[src/aes_css_pkg.sv]
package aes_css_pkg;

  localparam int IMM_W   = 64;
  localparam int IDX_W   = 16;
  localparam int ROW_LEN = 16;
  localparam int CONF_W  = 7;

  typedef enum logic [1:0] {
    OP_INSN = 2'd0,
    OP_IMM  = 2'd1,
    OP_EDGE = 2'd2,
    OP_END  = 2'd3
  } operation_t;

  typedef enum logic [2:0] {
    CLS_OTHER = 3'd0,
    CLS_XOR   = 3'd1,
    CLS_AND   = 3'd2,
    CLS_SHL   = 3'd3,
    CLS_SHR   = 3'd4,
    CLS_ADD   = 3'd5,
    CLS_CALL  = 3'd6
  } op_class_t;

  typedef enum logic [1:0] {
    MODE_ECB = 2'd0,
    MODE_CBC = 2'd1,
    MODE_CTR = 2'd2,
    MODE_GCM = 2'd3
  } mode_t;

  localparam logic [7:0] GF128_POLY_BYTE = 8'he1;
  localparam logic [7:0] AES_POLY_BYTE   = 8'h1b;

  localparam logic [7:0] W_SBOX      = 8'd30;
  localparam logic [7:0] W_RCON      = 8'd20;
  localparam logic [7:0] W_POLY      = 8'd5;
  localparam logic [7:0] W_ROUND     = 8'd25;
  localparam logic [7:0] W_INTRINSIC = 8'd20;
  localparam logic [7:0] CONF_MAX    = 8'd100;

  // Accumulated evidence for one function.
  typedef struct packed {
    logic [2:0] xor_count;
    logic [1:0] add_count;
    logic       has_and;
    logic       has_shl;
    logic       has_shr;
    logic       sbox_const;
    logic       rcon_const;
    logic       poly_const;
    logic       gf_const;
    logic       back_edge;
    logic       intrinsic;
    logic       run;
  } stats_t;

  typedef struct packed {
    logic              found;
    logic [CONF_W-1:0] confidence;
    mode_t             mode;
    logic              uses_aes;
    logic              sbox_run;
    logic              annotate;
  } result_t;

  // First row of the forward (inv = 0) or inverse (inv = 1) S-box.
  function automatic logic [7:0] row_byte(input logic inv, input logic [3:0] idx);
    logic [7:0] b;
    b = 8'h00;
    if (!inv) begin
      case (idx)
        4'd0:  b = 8'h63;
        4'd1:  b = 8'h7c;
        4'd2:  b = 8'h77;
        4'd3:  b = 8'h7b;
        4'd4:  b = 8'hf2;
        4'd5:  b = 8'h6b;
        4'd6:  b = 8'h6f;
        4'd7:  b = 8'hc5;
        4'd8:  b = 8'h30;
        4'd9:  b = 8'h01;
        4'd10: b = 8'h67;
        4'd11: b = 8'h2b;
        4'd12: b = 8'hfe;
        4'd13: b = 8'hd7;
        4'd14: b = 8'hab;
        default: b = 8'h76;
      endcase
    end else begin
      case (idx)
        4'd0:  b = 8'h52;
        4'd1:  b = 8'h09;
        4'd2:  b = 8'h6a;
        4'd3:  b = 8'hd5;
        4'd4:  b = 8'h30;
        4'd5:  b = 8'h36;
        4'd6:  b = 8'ha5;
        4'd7:  b = 8'h38;
        4'd8:  b = 8'hbf;
        4'd9:  b = 8'h40;
        4'd10: b = 8'ha3;
        4'd11: b = 8'h9e;
        4'd12: b = 8'h81;
        4'd13: b = 8'hf3;
        4'd14: b = 8'hd7;
        default: b = 8'hfb;
      endcase
    end
    return b;
  endfunction

  function automatic logic is_sbox_byte(input logic [IMM_W-1:0] v);
    logic hit;
    hit = 1'b0;
    case (v[7:0])
      8'h63, 8'h7c, 8'h77, 8'h7b, 8'hf2, 8'h6b,
      8'h6f, 8'hc5, 8'h52, 8'h09, 8'h6a, 8'hd5: hit = 1'b1;
      default: hit = 1'b0;
    endcase
    return hit && (v[IMM_W-1:8] == '0);
  endfunction

  function automatic logic is_rcon_byte(input logic [IMM_W-1:0] v);
    logic hit;
    hit = 1'b0;
    case (v[7:0])
      8'h01, 8'h02, 8'h04, 8'h08, 8'h10,
      8'h20, 8'h40, 8'h80, 8'h1b, 8'h36: hit = 1'b1;
      default: hit = 1'b0;
    endcase
    return hit && (v[IMM_W-1:8] == '0);
  endfunction

endpackage

[src/aes_css_row_tracker.sv]
module aes_css_row_tracker #(
  parameter int MIN_RUN = 4,
  parameter bit INVERSE = 1'b0
) (
  input  logic                          clk,
  input  logic                          rst_n,
  input  logic                          step,
  input  logic                          clear,
  input  logic [aes_css_pkg::IMM_W-1:0] imm,
  output logic                          done
);

  localparam int NSTART = aes_css_pkg::ROW_LEN - MIN_RUN + 1;
  localparam int PW     = $clog2(MIN_RUN + 1);
  localparam logic [PW-1:0] RUN_LEN = PW'(MIN_RUN);

  logic [PW-1:0] prog_r   [NSTART];
  logic [PW-1:0] prog_nxt [NSTART];
  logic [NSTART-1:0] hit;

  for (genvar s = 0; s < NSTART; s++) begin : g_start
    logic [3:0] idx;
    logic [7:0] want;
    assign idx  = 4'(s) + 4'(prog_r[s]);
    assign want = aes_css_pkg::row_byte(INVERSE, idx);
    assign hit[s] = (prog_r[s] >= RUN_LEN);

    always_comb begin
      prog_nxt[s] = prog_r[s];
      if (clear) begin
        prog_nxt[s] = '0;
      end else if (step && !hit[s] && imm == {{(aes_css_pkg::IMM_W-8){1'b0}}, want}) begin
        prog_nxt[s] = prog_r[s] + PW'(1);
      end
    end

    always_ff @(posedge clk) begin
      if (!rst_n) begin
        prog_r[s] <= '0;
      end else begin
        prog_r[s] <= prog_nxt[s];
      end
    end
  end

  assign done = |hit;

endmodule

[src/aes_css_scorer.sv]
module aes_css_scorer (
  input  aes_css_pkg::stats_t                   stats,
  input  logic [aes_css_pkg::CONF_W-1:0]        threshold,
  output aes_css_pkg::result_t                  result
);

  logic       found;
  logic       round;
  logic [7:0] sum;
  logic [aes_css_pkg::CONF_W-1:0] conf;
  aes_css_pkg::mode_t mode;

  always_comb begin
    found = stats.run || stats.intrinsic;
    round = (stats.xor_count >= 3'd4) && stats.has_and && (stats.has_shl || stats.has_shr);

    sum = (stats.sbox_const ? aes_css_pkg::W_SBOX : 8'd0)
        + (stats.rcon_const ? aes_css_pkg::W_RCON : 8'd0)
        + (stats.poly_const ? aes_css_pkg::W_POLY : 8'd0)
        + (round ? aes_css_pkg::W_ROUND : 8'd0)
        + (stats.intrinsic ? aes_css_pkg::W_INTRINSIC : 8'd0);
    if (!found) begin
      conf = '0;
    end else if (sum > aes_css_pkg::CONF_MAX) begin
      conf = aes_css_pkg::CONF_W'(aes_css_pkg::CONF_MAX);
    end else begin
      conf = sum[aes_css_pkg::CONF_W-1:0];
    end

    if (!found) begin
      mode = aes_css_pkg::MODE_ECB;
    end else if (stats.gf_const && stats.xor_count >= 3'd2 && stats.has_shl) begin
      mode = aes_css_pkg::MODE_GCM;
    end else if (stats.back_edge && stats.add_count >= 2'd2 && stats.xor_count != 3'd0) begin
      mode = aes_css_pkg::MODE_CTR;
    end else if (stats.xor_count != 3'd0) begin
      mode = aes_css_pkg::MODE_CBC;
    end else begin
      mode = aes_css_pkg::MODE_ECB;
    end

    result.found      = found;
    result.confidence = conf;
    result.mode       = mode;
    result.uses_aes   = found && stats.intrinsic;
    result.sbox_run   = found && stats.run;
    result.annotate   = found && (conf >= threshold);
  end

endmodule

[src/aes_code_signature_scanner_unit.sv]
// An end-of-function request passes two register stages (request, result)
// before its result shows on out_valid.
// Throughput: one request per cycle; the result register frees the input
// side, and only an end-of-function request waits for a full result slot.
// Reset (rst_n low, synchronous): all evidence cleared, pipeline empty,
// annotate threshold back to 50.
module aes_code_signature_scanner_unit #(
  parameter int MIN_RUN          = 4,
  parameter int BLOCK_INDEX_BITS = 16
) (
  input  logic                             clk,
  input  logic                             rst_n,
  // request channel
  input  logic                             in_valid,
  output logic                             in_ready,
  input  logic [1:0]                       in_operation,
  input  logic [2:0]                       in_op_class,
  input  logic                             in_callee_is_aes_intrinsic,
  input  logic [aes_css_pkg::IMM_W-1:0]    in_immediate_value,
  input  logic [aes_css_pkg::IDX_W-1:0]    in_block_index,
  input  logic [aes_css_pkg::IDX_W-1:0]    in_successor_index,
  // result channel
  output logic                             out_valid,
  input  logic                             out_ready,
  output logic                             out_found,
  output logic [aes_css_pkg::CONF_W-1:0]   out_confidence,
  output logic [1:0]                       out_mode,
  output logic                             out_uses_aes_instructions,
  output logic                             out_sbox_run_seen,
  output logic                             out_annotate,
  // configuration
  input  logic                             cfg_valid,
  output logic                             cfg_ready,
  input  logic [aes_css_pkg::CONF_W-1:0]   cfg_annotate_threshold
);

  // Only the low index bits take part in the back-edge compare.
  localparam int CMP_W = (BLOCK_INDEX_BITS < aes_css_pkg::IDX_W) ?
                         BLOCK_INDEX_BITS : aes_css_pkg::IDX_W;
  localparam logic [aes_css_pkg::CONF_W-1:0] THRESH_RST = 7'd50;

  // ---------------- request register ----------------
  logic                            s1_valid_r;
  aes_css_pkg::operation_t         s1_op_r;
  logic [2:0]                      s1_cls_r;
  logic                            s1_intr_r;
  logic [aes_css_pkg::IMM_W-1:0]   s1_imm_r;
  logic [CMP_W-1:0]                s1_blk_r;
  logic [CMP_W-1:0]                s1_succ_r;
  logic                            s1_adv;
  logic                            s1_is_end;

  // An end request needs the result slot free (or draining this cycle);
  // every other request retires into the evidence registers at once.
  assign s1_is_end = (s1_op_r == aes_css_pkg::OP_END);
  assign s1_adv    = s1_valid_r && (!s1_is_end || !out_valid || out_ready);
  assign in_ready  = !s1_valid_r || s1_adv;

  always_ff @(posedge clk) begin
    if (!rst_n) begin
      s1_valid_r <= 1'b0;
    end else if (in_ready) begin
      s1_valid_r <= in_valid;
    end
  end

  // Payload: no reset, load on accept.
  always_ff @(posedge clk) begin
    if (in_valid && in_ready) begin
      s1_op_r   <= aes_css_pkg::operation_t'(in_operation);
      s1_cls_r  <= in_op_class;
      s1_intr_r <= in_callee_is_aes_intrinsic;
      s1_imm_r  <= in_immediate_value;
      s1_blk_r  <= in_block_index[CMP_W-1:0];
      s1_succ_r <= in_successor_index[CMP_W-1:0];
    end
  end

  // ---------------- evidence registers ----------------
  logic [2:0] xor_cnt_r,   xor_cnt_nxt;
  logic [1:0] add_cnt_r,   add_cnt_nxt;
  logic [2:0] op_flags_r,  op_flags_nxt;    // and, shl, shr
  logic [3:0] cst_flags_r, cst_flags_nxt;   // sbox byte, rcon, 0x1b, 0xe1
  logic       back_edge_r, back_edge_nxt;
  logic       intr_r,      intr_nxt;

  logic imm_step;
  logic clear_all;
  logic fwd_done, inv_done;

  assign imm_step  = s1_adv && (s1_op_r == aes_css_pkg::OP_IMM);
  assign clear_all = s1_adv && s1_is_end;

  always_comb begin
    xor_cnt_nxt   = xor_cnt_r;
    add_cnt_nxt   = add_cnt_r;
    op_flags_nxt  = op_flags_r;
    cst_flags_nxt = cst_flags_r;
    back_edge_nxt = back_edge_r;
    intr_nxt      = intr_r;
    if (s1_adv) begin
      unique case (s1_op_r)
        aes_css_pkg::OP_INSN: begin
          case (s1_cls_r)
            aes_css_pkg::CLS_XOR:  if (xor_cnt_r != 3'd7) xor_cnt_nxt = xor_cnt_r + 3'd1;
            aes_css_pkg::CLS_AND:  op_flags_nxt[0] = 1'b1;
            aes_css_pkg::CLS_SHL:  op_flags_nxt[1] = 1'b1;
            aes_css_pkg::CLS_SHR:  op_flags_nxt[2] = 1'b1;
            aes_css_pkg::CLS_ADD:  if (add_cnt_r != 2'd3) add_cnt_nxt = add_cnt_r + 2'd1;
            aes_css_pkg::CLS_CALL: if (s1_intr_r) intr_nxt = 1'b1;
            default: ;  // other kinds, and the unused class code, leave no trace
          endcase
        end
        aes_css_pkg::OP_IMM: begin
          if (aes_css_pkg::is_sbox_byte(s1_imm_r)) cst_flags_nxt[0] = 1'b1;
          if (aes_css_pkg::is_rcon_byte(s1_imm_r)) cst_flags_nxt[1] = 1'b1;
          if (s1_imm_r == {{(aes_css_pkg::IMM_W-8){1'b0}}, aes_css_pkg::AES_POLY_BYTE})
            cst_flags_nxt[2] = 1'b1;
          if (s1_imm_r == {{(aes_css_pkg::IMM_W-8){1'b0}}, aes_css_pkg::GF128_POLY_BYTE})
            cst_flags_nxt[3] = 1'b1;
        end
        aes_css_pkg::OP_EDGE: begin
          // back edge: successor does not lie after its owner
          if (s1_succ_r <= s1_blk_r) back_edge_nxt = 1'b1;
        end
        aes_css_pkg::OP_END: begin
          // score is taken from the current values; drop everything after
          xor_cnt_nxt   = '0;
          add_cnt_nxt   = '0;
          op_flags_nxt  = '0;
          cst_flags_nxt = '0;
          back_edge_nxt = 1'b0;
          intr_nxt      = 1'b0;
        end
        default: ;
      endcase
    end
  end

  always_ff @(posedge clk) begin
    if (!rst_n) begin
      xor_cnt_r   <= '0;
      add_cnt_r   <= '0;
      op_flags_r  <= '0;
      cst_flags_r <= '0;
      back_edge_r <= 1'b0;
      intr_r      <= 1'b0;
    end else begin
      xor_cnt_r   <= xor_cnt_nxt;
      add_cnt_r   <= add_cnt_nxt;
      op_flags_r  <= op_flags_nxt;
      cst_flags_r <= cst_flags_nxt;
      back_edge_r <= back_edge_nxt;
      intr_r      <= intr_nxt;
    end
  end

  // Ordered-run trackers for the forward and inverse S-box first rows.
  aes_css_row_tracker #(
    .MIN_RUN (MIN_RUN),
    .INVERSE (1'b0)
  ) u_fwd_row (
    .clk   (clk),
    .rst_n (rst_n),
    .step  (imm_step),
    .clear (clear_all),
    .imm   (s1_imm_r),
    .done  (fwd_done)
  );

  aes_css_row_tracker #(
    .MIN_RUN (MIN_RUN),
    .INVERSE (1'b1)
  ) u_inv_row (
    .clk   (clk),
    .rst_n (rst_n),
    .step  (imm_step),
    .clear (clear_all),
    .imm   (s1_imm_r),
    .done  (inv_done)
  );

  // ---------------- configuration ----------------
  logic [aes_css_pkg::CONF_W-1:0] thresh_r;

  assign cfg_ready = 1'b1;

  always_ff @(posedge clk) begin
    if (!rst_n) begin
      thresh_r <= THRESH_RST;
    end else if (cfg_valid && cfg_ready) begin
      thresh_r <= cfg_annotate_threshold;
    end
  end

  // ---------------- scoring and result register ----------------
  aes_css_pkg::stats_t  stats;
  aes_css_pkg::result_t result;
  aes_css_pkg::result_t res_r;
  logic                 out_valid_r;

  always_comb begin
    stats.xor_count  = xor_cnt_r;
    stats.add_count  = add_cnt_r;
    stats.has_and    = op_flags_r[0];
    stats.has_shl    = op_flags_r[1];
    stats.has_shr    = op_flags_r[2];
    stats.sbox_const = cst_flags_r[0];
    stats.rcon_const = cst_flags_r[1];
    stats.poly_const = cst_flags_r[2];
    stats.gf_const   = cst_flags_r[3];
    stats.back_edge  = back_edge_r;
    stats.intrinsic  = intr_r;
    stats.run        = fwd_done || inv_done;
  end

  aes_css_scorer u_scorer (
    .stats     (stats),
    .threshold (thresh_r),
    .result    (result)
  );

  // Hold the result until taken; load a new one when an end request retires.
  always_ff @(posedge clk) begin
    if (!rst_n) begin
      out_valid_r <= 1'b0;
    end else if (clear_all) begin
      out_valid_r <= 1'b1;
    end else if (out_ready) begin
      out_valid_r <= 1'b0;
    end
  end

  always_ff @(posedge clk) begin
    if (clear_all) begin
      res_r <= result;
    end
  end

  assign out_valid                 = out_valid_r;
  assign out_found                 = res_r.found;
  assign out_confidence            = res_r.confidence;
  assign out_mode                  = res_r.mode;
  assign out_uses_aes_instructions = res_r.uses_aes;
  assign out_sbox_run_seen         = res_r.sbox_run;
  assign out_annotate              = res_r.annotate;

endmodule
[config.mk]
export PLATFORM = sky130hd
export DESIGN_NAME = aes_code_signature_scanner_unit
export DESIGN_NICKNAME = d
export VERILOG_FILES = /design/src/aes_css_pkg.sv /design/src/aes_css_row_tracker.sv /design/src/aes_css_scorer.sv /design/src/aes_code_signature_scanner_unit.sv
export SDC_FILE = /design/constraint.sdc
export NUM_CORES = 1
export LEC_CHECK = 0
export BUFFER_PORTS_ARGS = -buffer_cell sky130_fd_sc_hd__buf_4
export CAP_MARGIN = 10
export CORE_MARGIN = 5
export CORE_UTILIZATION = 30
export CTS_BUF_LIST = sky130_fd_sc_hd__clkbuf_8
export DETAILED_ROUTE_END_ITERATION = 8
export PLACE_DENSITY = 0.44
export SYNTH_ARGS = -nofsm -noshare
export SYNTH_HDL_FRONTEND = slang
export SYNTH_SLANG_ARGS = --single-unit
[constraint.sdc]
create_clock -name clk -period 8.6 [get_ports clk]
set_input_delay 0 -clock clk [delete_from_list [all_inputs] [get_ports clk]]
set_output_delay 0 -clock clk [all_outputs]
set_load 0.02 [all_outputs]
==> metrics.md <==
| Metric | Value |
|---|---|
| Status | `finished clean` |
| Final setup margin | `4.28 ns` |
| Remaining DRCs | `0` |
| RSZ-0062 raised after global routing | `false` |
| Number of synthesized flops with an enable pin | `between 100 and 150` |
| Synth Register Bits | `roughly 220` |
| Max Freq | `between 200 and 250 MHz` |
| Die Wd | `251 microns` |
| Most frequent cells in the layout | `197 x ha_1, 145 x xnor2_1, 142 x buf_4` |
| Synth Net Count | `about 2300` |
| Routed Antenna Nets | `0` |
| Hold Path Class | `input port to flip-flop` |
| CTS Buffer Depth | `3` |
| Ratio of cells with drive above 1 in the final layout | `0.118` |
| Number of fillers in the final layout | `a little under 6000` |
| Placement Rows | `between 80 and 90` |
| Net count, final | `2469` |
| Clock Sink Count | `216` |
| Max Transition Viols Final | `0` |
| Cells after Synth | `about 2000` |
| YS warnings | `0` |
| Kind of critical path | `flip-flop to flip-flop` |
| Critical Path Sink Type | `flip-flop` |
| Seq/Total Area, Yosys | `0.313` |
| Vias in the first global route | `14596` |
| CTS tree | `built` |
| DP Wirelength | `just over 30 mm` |
| Clock Pin Slew Worst Setup and Hold Paths | `roughly 0.060 ns` |
| Vias per cell | `~5.0` |
| Diodes inserted | `0` |
| Arr. time, crit path | `roughly 4.7 ns` |
| Area contributors post-synth | `edfxtp_1 20%, ha_1 14%, dfxtp_1 12%` |
| Minimum clock period | `4.32 ns` |
| Dpl ws | `around 4.3 ns` |
| Syn_area_per_cell | `between 8 and 9 sq um` |
| Relative slew slack | `0.233` |
| Leak | `between 8 and 9 nW` |
| First-pass GRT wire length | `76.8 mm` |
| Starting Density | `0.303` |
| Final period utilization | `0.503` |
| GRT Total Usage | `0.146` |
| Cell taking the most area after synthesis | `edfxtp_1` |
| Port bufs | `between 100 and 150` |
| Power per cell area | `between 100 and 150 nW/um^2` |
| Layout area overhead | `21.6%` |
| Post-CTS setup buffer count | `0` |
| Core area | `between 50000 and 60000 sq um` |
| Clock root buffer master | `clkbuf_8` |
| Number of CTS-inserted buffers | `45` |
| H-tree levels | `2` |
| Setup-failing EPs final | `0` |
| Initial antenna violation count | `0` |
| CP Launch Type | `flip-flop` |
| Largest net degree at the start of global routing | `65` |
| Setup Skew | `roughly 0.027 ns` |
| Number of max-cap violations | `0` |
| Least-Margin Pin Slew | `about 1.1 ns` |
| Placed cell areas | `19000 sq um` |
| Total power | `roughly 0.0026 W` |
| Routed WL per cell | `roughly 16 microns` |
| Top_reg_cell synth | `edfxtp_1` |
| Die height | `between 200 and 300 microns` |
| Die Area | `approximately 63000 sq um` |
| RePlAce Congestion | `0.837` |
| WP data required | `between 8 and 9 ns` |
| Synth top area share | `0.197` |
| Via count | `around 15000` |
| Synthesized area | `17500 sq um` |
| Most common cell after layout, fill and taps aside | `ha_1` |
| Worst VDD drop | `0.000138 V` |
| Netlist cell types | `91` |
| Initial drt markers | `between 700 and 800` |
| Clock Latency Late Sink | `0.63 ns` |
| Worst Path Max Fanout | `7` |
| Setup_tns | `0 ns` |
| Post-Route WL | `~48 mm` |
| Top Ports | `130` |
| FFs w/ async S/R, synth | `0` |
| Final instance area | `approximately 21000 sq um` |
| Final hold violations | `0` |
| Drt pass-1 iters | `5` |
| GRT Residual Overflow | `0` |
==> sequential cells by signal, indices dropped and copies added (netlist names) <==
signal                     flops
u_inv_row.prog_r              39
thresh_r                       7
s1_intr_r                      1
intr_r                         1
s1_cls_r                       3
u_fwd_row.prog_r              39
out_valid                      1
s1_blk_r                      16
out_confidence                 7
out_found                      1
out_annotate                   1
s1_imm_r                      64
back_edge_r                    1
xor_cnt_r                      3
s1_valid_r                     1
out_uses_aes_instructions      1
cst_flags_r                    4
out_sbox_run_seen              1
op_flags_r                     3
out_mode                       2
s1_succ_r                     16
s1_op_r                        2
add_cnt_r                      2
==> power breakdown <==
group          switching, W  internal, W  total [W]
logic              0.000139     0.000128   0.000267
clock network      0.000525     0.000720    0.00125
registers         0.0000126      0.00112    0.00113
total              0.000677      0.00197    0.00265
==> area by class of cell <==
type / count / area, sq um / area share
clock inverter: 37 / 368 / 0.0173
clock buffer: 46 / 633 / 0.0298
tap: 765 / 957 / 0.0450
multi-input combinational: 1495 / 11000 / 0.519
inverter: 132 / 498 / 0.0234
timing repair buffer: 265 / 2300 / 0.108
sequential: 216 / 5480 / 0.257
==> kinds of logic after synthesis <==
group                      synth area share
AOI/OAI and AO/OA                     0.152
xor gates and xnor gates             0.0941
adders and majority gates             0.144
buffers and inverters                0.0568
DFF                                   0.313
muxes                                0.0513
other                              0.000214
and+or+nand+nor                       0.189
==> through the flow <==
step	util	cells	hold WS [ns]
floorplan	-	1955	0.0986
global placement	0.330	2750	0.178
detailed placement	0.330	2750	0.179
CTS	0.369	2956	0.0208
global route	0.369	2956	0.0504
finish	0.369	2956	0.0911
==> synth_stat cells, types with 30 or more instances <==
library cell,number
nor2_1,134
a21oi_1,115
nand3_1,56
xnor2_1,145
edfxtp_1,115
mux2i_1,74
dfxtp_1,101
nand2_1,109
inv_1,127
nand4_1,30
xor2_1,43
buf_2,44
nor4_1,35
ha_1,197
nand2b_1,36
o21ai_0,92
nor3_1,49
nor2b_1,34
clkbuf_1,53
==> routing by layer <==
layer	wire length [microns]	share of wire	GRT usage
met4	1050	0.022	0.0433
met2	22900	0.48	0.250
met3	1850	0.039	0.0218
met5	0	0	0
met1	22100	0.46	0.191
==> path summary, 6_finish.rpt <==
path	endpoint	cells after the start	slack, ns	startpoint
hold / removal	s1_blk_r[7]$_DFFE_PP_	2	0.09	in_block_index[7]
setup / recovery	out_annotate$_DFFE_PP_	17	4.28	cst_flags_r[0]$_SDFFE_PN0P_
hold reg to reg	cst_flags_r[3]$_SDFFE_PN0P_	2	0.49	cst_flags_r[3]$_SDFFE_PN0P_
setup reg to reg	out_annotate$_DFFE_PP_	17	4.28	cst_flags_r[0]$_SDFFE_PN0P_
==> repair_timing <==
item,in CTS,in global routing
hold endpoints to repair,112,0
hold buffers,123,0
resized for setup,0,0
==> critical path: stages (launching register included) <==
cell and delay, ns:
dfxtp_1 0.50, fa_1 0.46, ha_1 0.29, ha_1 0.23
fa_1 0.40, xor2_1 0.18, nor2_1 0.06, a211oi_1 0.30
nor2_1 0.12, and2_1 0.21, ha_1 0.29, nor2b_1 0.13
o21a_1 0.16, o21a_1 0.16, o21a_1 0.16, o21ai_0 0.14
a21boi_0 0.10, o21a_1 0.17
Power figures use the tool's default switching activity.
